**src/rtl/qte_pkg.sv**
```systemverilog
`default_nettype none
// ----------------------------------------------------------------------------
// qte_pkg: shared types and constants of the quaternion to Euler angle unit
// Holds the data types that travel between the cells, the CORDIC angle table
// and the rounding function used at the output.
// ----------------------------------------------------------------------------
package qte_pkg;

    // Number of CORDIC rotations, limited to the size of the angle table.
    localparam int CORDIC_STEPS = 16;
    localparam int ANG_TAB_LEN  = 24;
    localparam int N_ITER = (CORDIC_STEPS < ANG_TAB_LEN) ? CORDIC_STEPS : ANG_TAB_LEN;

    // Square root cells, one per result bit (the root is below 2^31).
    localparam int SQRT_CELLS = 31;

    // Widths of sums, CORDIC vectors and the angle accumulator.
    localparam int SW = 36;
    localparam int VW = 40;
    localparam int AW = 26;

    // Right angle in degrees * 65536.
    localparam logic signed [AW-1:0] ANG_90 = AW'(90 * 65536);

    // Output limits in degrees * 128.
    localparam logic signed [16:0] LIM_180 = 17'sd23040;
    localparam logic signed [16:0] LIM_90  = 17'sd11520;

    // One vector on its way through the CORDIC chain.
    typedef struct packed {
        logic signed [VW-1:0] x;
        logic signed [VW-1:0] y;
        logic signed [AW-1:0] z;
        logic                 zero;
    } vec_t;

    // One beat in the CORDIC chain: three angles and the clamp flag.
    typedef struct packed {
        vec_t roll;
        vec_t pitch;
        vec_t yaw;
        logic clamped;
    } cord_t;

    // One beat in the square root chain.
    typedef struct packed {
        logic signed [SW-1:0] rn;
        logic signed [SW-1:0] rd;
        logic signed [SW-1:0] yn;
        logic signed [SW-1:0] yd;
        logic signed [31:0]   t;
        logic                 clamped;
        logic [63:0]          rem;
        logic [63:0]          root;
    } sqrt_t;

    // atan(2^-i) in degrees * 65536.
    function automatic logic signed [AW-1:0] ang_of(input logic [4:0] i);
        logic signed [AW-1:0] a;
        case (i)
            5'd0:    a = 26'sd2949120;
            5'd1:    a = 26'sd1740967;
            5'd2:    a = 26'sd919879;
            5'd3:    a = 26'sd466945;
            5'd4:    a = 26'sd234379;
            5'd5:    a = 26'sd117304;
            5'd6:    a = 26'sd58666;
            5'd7:    a = 26'sd29335;
            5'd8:    a = 26'sd14668;
            5'd9:    a = 26'sd7334;
            5'd10:   a = 26'sd3667;
            5'd11:   a = 26'sd1833;
            5'd12:   a = 26'sd917;
            5'd13:   a = 26'sd458;
            5'd14:   a = 26'sd229;
            5'd15:   a = 26'sd115;
            5'd16:   a = 26'sd57;
            5'd17:   a = 26'sd29;
            5'd18:   a = 26'sd14;
            5'd19:   a = 26'sd7;
            5'd20:   a = 26'sd4;
            5'd21:   a = 26'sd2;
            5'd22:   a = 26'sd1;
            default: a = 26'sd0;
        endcase
        return a;
    endfunction

    // Degrees * 65536 to degrees * 128, nearest with ties upward, saturated.
    function automatic logic signed [16:0] to_q7(input logic signed [AW-1:0] a,
                                                 input logic zero,
                                                 input logic signed [16:0] lim);
        logic signed [AW-1:0] b;
        logic signed [16:0]   r;
        b = a + AW'(256);
        r = 17'(b >>> 9);
        if (zero) begin
            r = '0;
        end else if (r > lim) begin
            r = lim;
        end else if (r < -lim) begin
            r = -lim;
        end
        return r;
    endfunction

endpackage
`default_nettype wire

```
**src/rtl/qte_sqrt_cell.sv**
```systemverilog
`default_nettype none
// ----------------------------------------------------------------------------
// qte_sqrt_cell: one bit of the square root chain
// Decides one result bit of the restoring square root and passes the beat on.
// ----------------------------------------------------------------------------
module qte_sqrt_cell
    import qte_pkg::*;
(
    input  wire logic       clk,
    input  wire logic       rst_n,
    input  wire logic       en,
    input  wire logic [4:0] step,
    input  wire logic       valid_in,
    input  wire sqrt_t      data_in,
    output logic            valid_out,
    output sqrt_t           data_out
);

    logic  valid_reg;
    sqrt_t data_reg;
    sqrt_t data_next;

    // Trial subtraction of root plus the current power of four.
    always_comb
    begin
        logic [63:0] bitv;
        logic [63:0] trial;
        bitv      = 64'd1 << {step, 1'b0};
        trial     = data_in.root + bitv;
        data_next = data_in;
        if (data_in.rem >= trial) begin
            data_next.rem  = data_in.rem - trial;
            data_next.root = (data_in.root >> 1) + bitv;
        end else begin
            data_next.root = data_in.root >> 1;
        end
    end

    always_ff @(posedge clk or negedge rst_n)
    begin
        if (!rst_n) begin
            valid_reg <= 1'b0;
        end else if (en) begin
            valid_reg <= valid_in;
        end
    end

    always_ff @(posedge clk)
    begin
        if (en) begin
            data_reg <= data_next;
        end
    end

    assign valid_out = valid_reg;
    assign data_out  = data_reg;

endmodule
`default_nettype wire

```
**config.mk**
```make
export PLATFORM = sky130hd
export DESIGN_NAME = qte_sqrt_cell
export DESIGN_NICKNAME = d
export VERILOG_FILES = /design/src/rtl/qte_pkg.sv /design/src/rtl/qte_sqrt_cell.sv
export SDC_FILE = /design/constraint.sdc
export NUM_CORES = 1
export LEC_CHECK = 0
export BUFFER_PORTS_ARGS = -buffer_cell sky130_fd_sc_hd__buf_2
export CORE_AREA = 2 2 241 243
export CTS_CLUSTER_SIZE = 40
export DETAILED_ROUTE_END_ITERATION = 16
export DIE_AREA = 0 0 243 245
export GPL_TIMING_DRIVEN = 0
export SYNTH_ARGS = -nofsm -noshare
export SYNTH_HDL_FRONTEND = slang
export SYNTH_SLANG_ARGS = --single-unit
export TNS_END_PERCENT = 1
```
**constraint.sdc**
```tcl
create_clock -name clk -period 1.6 [get_ports clk]
set_input_delay 0.08 -clock clk [delete_from_list [all_inputs] [get_ports clk]]
set_output_delay 0.08 -clock clk [all_outputs]
set_load 0.05 [all_outputs]
```
-- Word-level counts from Yosys, hierarchy flattened
Cells that the tools add are included.
- add/subtract/negate cells: 3
- magnitude comparators: 1
- shifts and indexed selects: 1
- mux-type cells: 2
- operator list (kind ; number):
    $add A63 B64 Y64 ; 1
    $add A64 B64 Y64 ; 1
    $ge A64 B64 Y1 ; 1
    $mux W64 ; 1
    $shl A1 B6 Y64 const A ; 1
    $sub A64 B64 Y64 ; 1
    $mux W63 ; 1
- flip-flop bits (word level): 306
- input bits: 314
- output and inout bits: 306
- word-level logic and storage cells: 17

-- Longest topological paths before layout
- depth after elaboration: 4
- depth in mapped cells: 27
- mapped depth without buffers: 23

-- Worst setup path before layout
No wires, ideal clock.
- path type: input-to-reg
- from: input port step[0]
- to: register data_reg (netlist bit data_out[17]), data pin
- library setup time: 0.258 ns
- arrival: 5.088 ns
- required time: 1.342 ns
- path slack: -3.745 ns
- stages on the path: 24
- path buffers: 3
- cell sequence: buf_4 or3_2 nor2_1 ha_1 nand4_1 or3_1 nor3_1 nor2_1 o22ai_1 nor4b_2 o41ai_2 a21oi_1 xor2_1 ha_1 buf_2 nand4_1 nor3_1 and3_1 and3_1 nand4_1 and2_1 buf_2 or4_1 xnor2_1
- RTL lines (element ; RTL line ; source):
    from (decl) ; qte_sqrt_cell.sv:12 ; input wire logic [4:0] step,
    to (signal assigned) ; qte_sqrt_cell.sv:51 ; data_reg <= data_next;
    to (decl) ; qte_sqrt_cell.sv:20 ; sqrt_t data_reg;

==> impl_metrics.py <==
metrics = {
    "timing": {
        "hold_viol_final": 33,
        "rsz0062_at_grt": "true",
        "fin_crit_ps": 5110,
        "drv_slew": 0,
        "setup_viol": 128,
        "slew_headroom_pct": 47.2,
        "hold-worst-slack_ps": -81.1,
        "setup_slack_ps": -3510,
        "finClkSkew_ps": 0,
        "max_freq_mhz": 196,
        "fin_crit_sh_pct": 320,
        "worst_pin_slew_ps": 781,
    },
    "power": {
        "total_power_w": 0.0287,
        "p_leak_nw": 12.3,
        "power.density_nw_per_um2": 953,
        "ir_worst_vdd_mv": 0.802,
    },
    "run": {
        "drv_cap": 0,
    },
    "grt": {
        "grt_pass1_vias": 20600,
        "gr-total-overflow": 0,
        "grt_max_degree": 121,
        "grt_usage_pct": 31.0,
        "antenna_found_initial": 12,
        "grt_pass1_wl_um": 137000,
    },
    "setup_path": {
        "cp_max_fo": 10,
        "cp.arrival_ps": 5440,
        "required_ps": 1930,
        "ff2ff_setup_slack_ps": 860,
        "worst_setup_path_start_kind": "input port",
        "reg2reg_from": "valid_out",
        "critPathCaptureType": "register",
        "crit_type": "in -> reg",
        "r2r-end": "valid_out",
        "rr_worst_depth": 1,
    },
    "routing": {
        "vias_per_cell": 5.45,
        "drt-initial-drc-count": 1387,
        "postRouteAntennaNets": 0,
        "drt_pass1_iterations": 5,
        "route.detailed.drc": 0,
        "via_count": 20900,
        "routedWlPerCell_um": 25.3,
        "wl_um": 96900,
    },
    "yosys": {
        "syn_area_per_cell_um2": 9.87,
        "synth-async-reset-ratio_pct": 0.327,
        "synth_flop_cell": "edfxtp_1",
        "syn_inst": 2032,
        "syn-cell-area_um2": 20100,
        "synth_edf_count": 305,
        "ys_seq_area_share_pct": 45.8,
        "syn_nets": 2473,
        "ys_warn_count": 0,
        "synthDistinctLibCells": 88,
        "synth-seq-cells": 306,
    },
    "status": {
        "outcome": "complete, but fails checks",
        "violations": "hold timing, setup timing",
    },
    "cells_and_area": {
        "register_area_um2": 9180,
        "finish.utilization_pct": 52.8,
        "nets": 3471,
        "multi_input_area_um2": 11400,
        "final_area_um2": 30100,
        "drive_above_1_share_pct": 33.0,
        "syn_to_final_growth_pct": 50.2,
        "fillerInstances": 5235,
    },
    "clocking": {
        "path_clk_slew_ps": 60,
        "htree_levels": 2,
        "cts_tree": "done",
        "clk-insertion-delay-late_ps": 570,
        "cts_root_buf": "clkbuf_16",
        "cts_sinks": 306,
        "clockBufferDepth": 3,
        "numCtsBuffers": 38,
    },
    "floorplan": {
        "core_um2": 57000,
        "ios": 620,
        "die_y_um": 245,
        "initial_core_util_pct": 35.2,
        "die_w_um": 243,
        "die_area_um2": 59500,
        "fp-row-count": 88,
    },
    "place": {
        "hpwlAfterDp_um": 74500,
        "port_buffers": 615,
        "dpl_cell_area_um2": 24300,
        "globalplace.congestion": 0.955,
        "dp_slack_ps": -5730,
    },
    "hold_path": {
        "whs_path_depth": 1,
        "hp-start": "en",
        "min_to": "data_out[9]",
        "hold_class": "in -> reg",
    },
}
## registers in the layout (all words and copies together) (netlist names)
| register | count |
|---|---|
| valid_out | 1 |
| data_out | 305 |
## cell usage in the layout (no fill, tap or decap), types with 29 or more instances in the layout
cell           Yosys  routed
xnor2_1           79      76
o21ai_0          133     110
a31oi_1           62      60
buf_2             22     626
nand2_1          231     217
nand4_1           56      56
edfxtp_1         305     305
nand3_1           38      36
buf_4              5      67
a21o_1            31      30
a21oi_1          170     141
nor2_1           205     184
nor3_1            38      29
ha_1             126     106
xor2_1            98      93
dlygate4sd3_1      0     281
inv_1             38      37
clkbuf_16          0      47
## power by group
| group | switching [W] | internal [W] | leakage (nW) |
|---|---|---|---|
| Combinational | 0.00703 | 0.00313 | 8.73 |
| Clock | 0.00376 | 0.00471 | 0.586 |
| Sequential | 0.000279 | 0.00982 | 3.00 |
| Total | 0.0111 | 0.0177 | 12.3 |
## cell usage after synthesis (all sizes together), types with 6 or more instances
cell	number	area share [%]
a2111oi	10	0.75
a211oi	18	0.67
a21boi	8	0.30
a21o	31	1.2
a21oi	171	4.3
a31o	11	0.48
a31oi	64	2.1
and2	20	0.62
and3	17	0.53
buf	28	0.79
clkbuf	56	1.1
edfxtp	305	46
ha	126	7.9
inv	38	0.71
nand2	231	4.3
nand2b	14	0.44
nand3	38	0.95
nand4	56	1.7
nor2	207	3.9
nor2b	16	0.50
nor3	39	1.0
nor3b	7	0.26
nor4	10	0.31
o2111ai	6	0.26
o211ai	17	0.75
o21a	21	0.79
o21ai	146	3.7
o21bai	27	1.0
o31ai	21	0.86
o41ai	7	0.34
or3	17	0.56
xnor2	79	3.5
xor2	98	4.3
## logic make-up after synthesis
group	synth area share, %
flops	45.8
fa+ha+maj	8.06
simple gates	16.3
buf+inv	2.56
compound gates	19.4
xor+xnor	7.73
mux	0.218
## through the flow
step | std cells | setup TNS (ps)
after global placement | 3412 | -1880140
after global routing | 3831 | -457920
after CTS | 3795 | -419500
after floorplan | 2032 | -413280
final | 3831 | -433920
after detailed placement | 3414 | -718930
## worst max-delay path, stage by stage
cell and delay (ps):
buf_6 90, buf_6 130, or3_4 440, nor2_4 160, ha_4 230, and2_4 180, a21oi_2 150, nand4_1 160
buf_4 190, nor2_1 140, o21ai_2 90, a31o_2 280, a21oi_4 230, o31ai_1 100, xnor2_1 210, ha_1 310
buf_2 180, nand4_1 150, nor3_2 170, and3_4 230, and3_4 190, nand4_1 180, and2_4 270, clkbuf_16 170
or4_4 540, xnor2_2 140
## cell type report
| class | instances | share of cell area (%) |
|---|---|---|
| flip-flops and latches | 306 | 30.5 |
| diodes | 6 | 0.0498 |
| well taps | 765 | 3.18 |
| inverters | 38 | 0.473 |
| clock buffers | 43 | 3.32 |
| repair buffers | 968 | 21.8 |
| plain buffers | 74 | 2.11 |
| multi-input cells | 1604 | 37.9 |
| clock inverters | 27 | 0.648 |
## how the worst max path moves through the flow
stage	endpoint	slack [ps]	startpoint
floorplan	data_out[100]	-3290	step[0]
global placement	data_out[30]	-5770	step[1]
detailed placement	data_out[87]	-5730	step[2]
CTS	data_out[17]	-3450	step[4]
global route	data_out[17]	-3690	step[0]
finish	data_out[17]	-3510	step[0]
## repair_timing
action | CTS | global route
endpoints found under the setup margin | 129 | 129
pin swaps | 50 | 58
endpoints found under the hold margin | 351 | 41
gates cloned | 0 | 3
setup buffers | 34 | 33
hold buffers | 280 | 1
resized for setup | 212 | 82
## per-layer routing
layer / part of all wire, % / global-route usage [%] / vias to the layer above
li1: - / - / 9662
met1: 40 / 37.4 / 10100
met2: 49 / 54.5 / 892
met5: 0.059 / 0 / -
met4: 5.3 / 13.9 / 8
met3: 5.9 / 4.80 / 200
(Power assumes the default switching activity.)
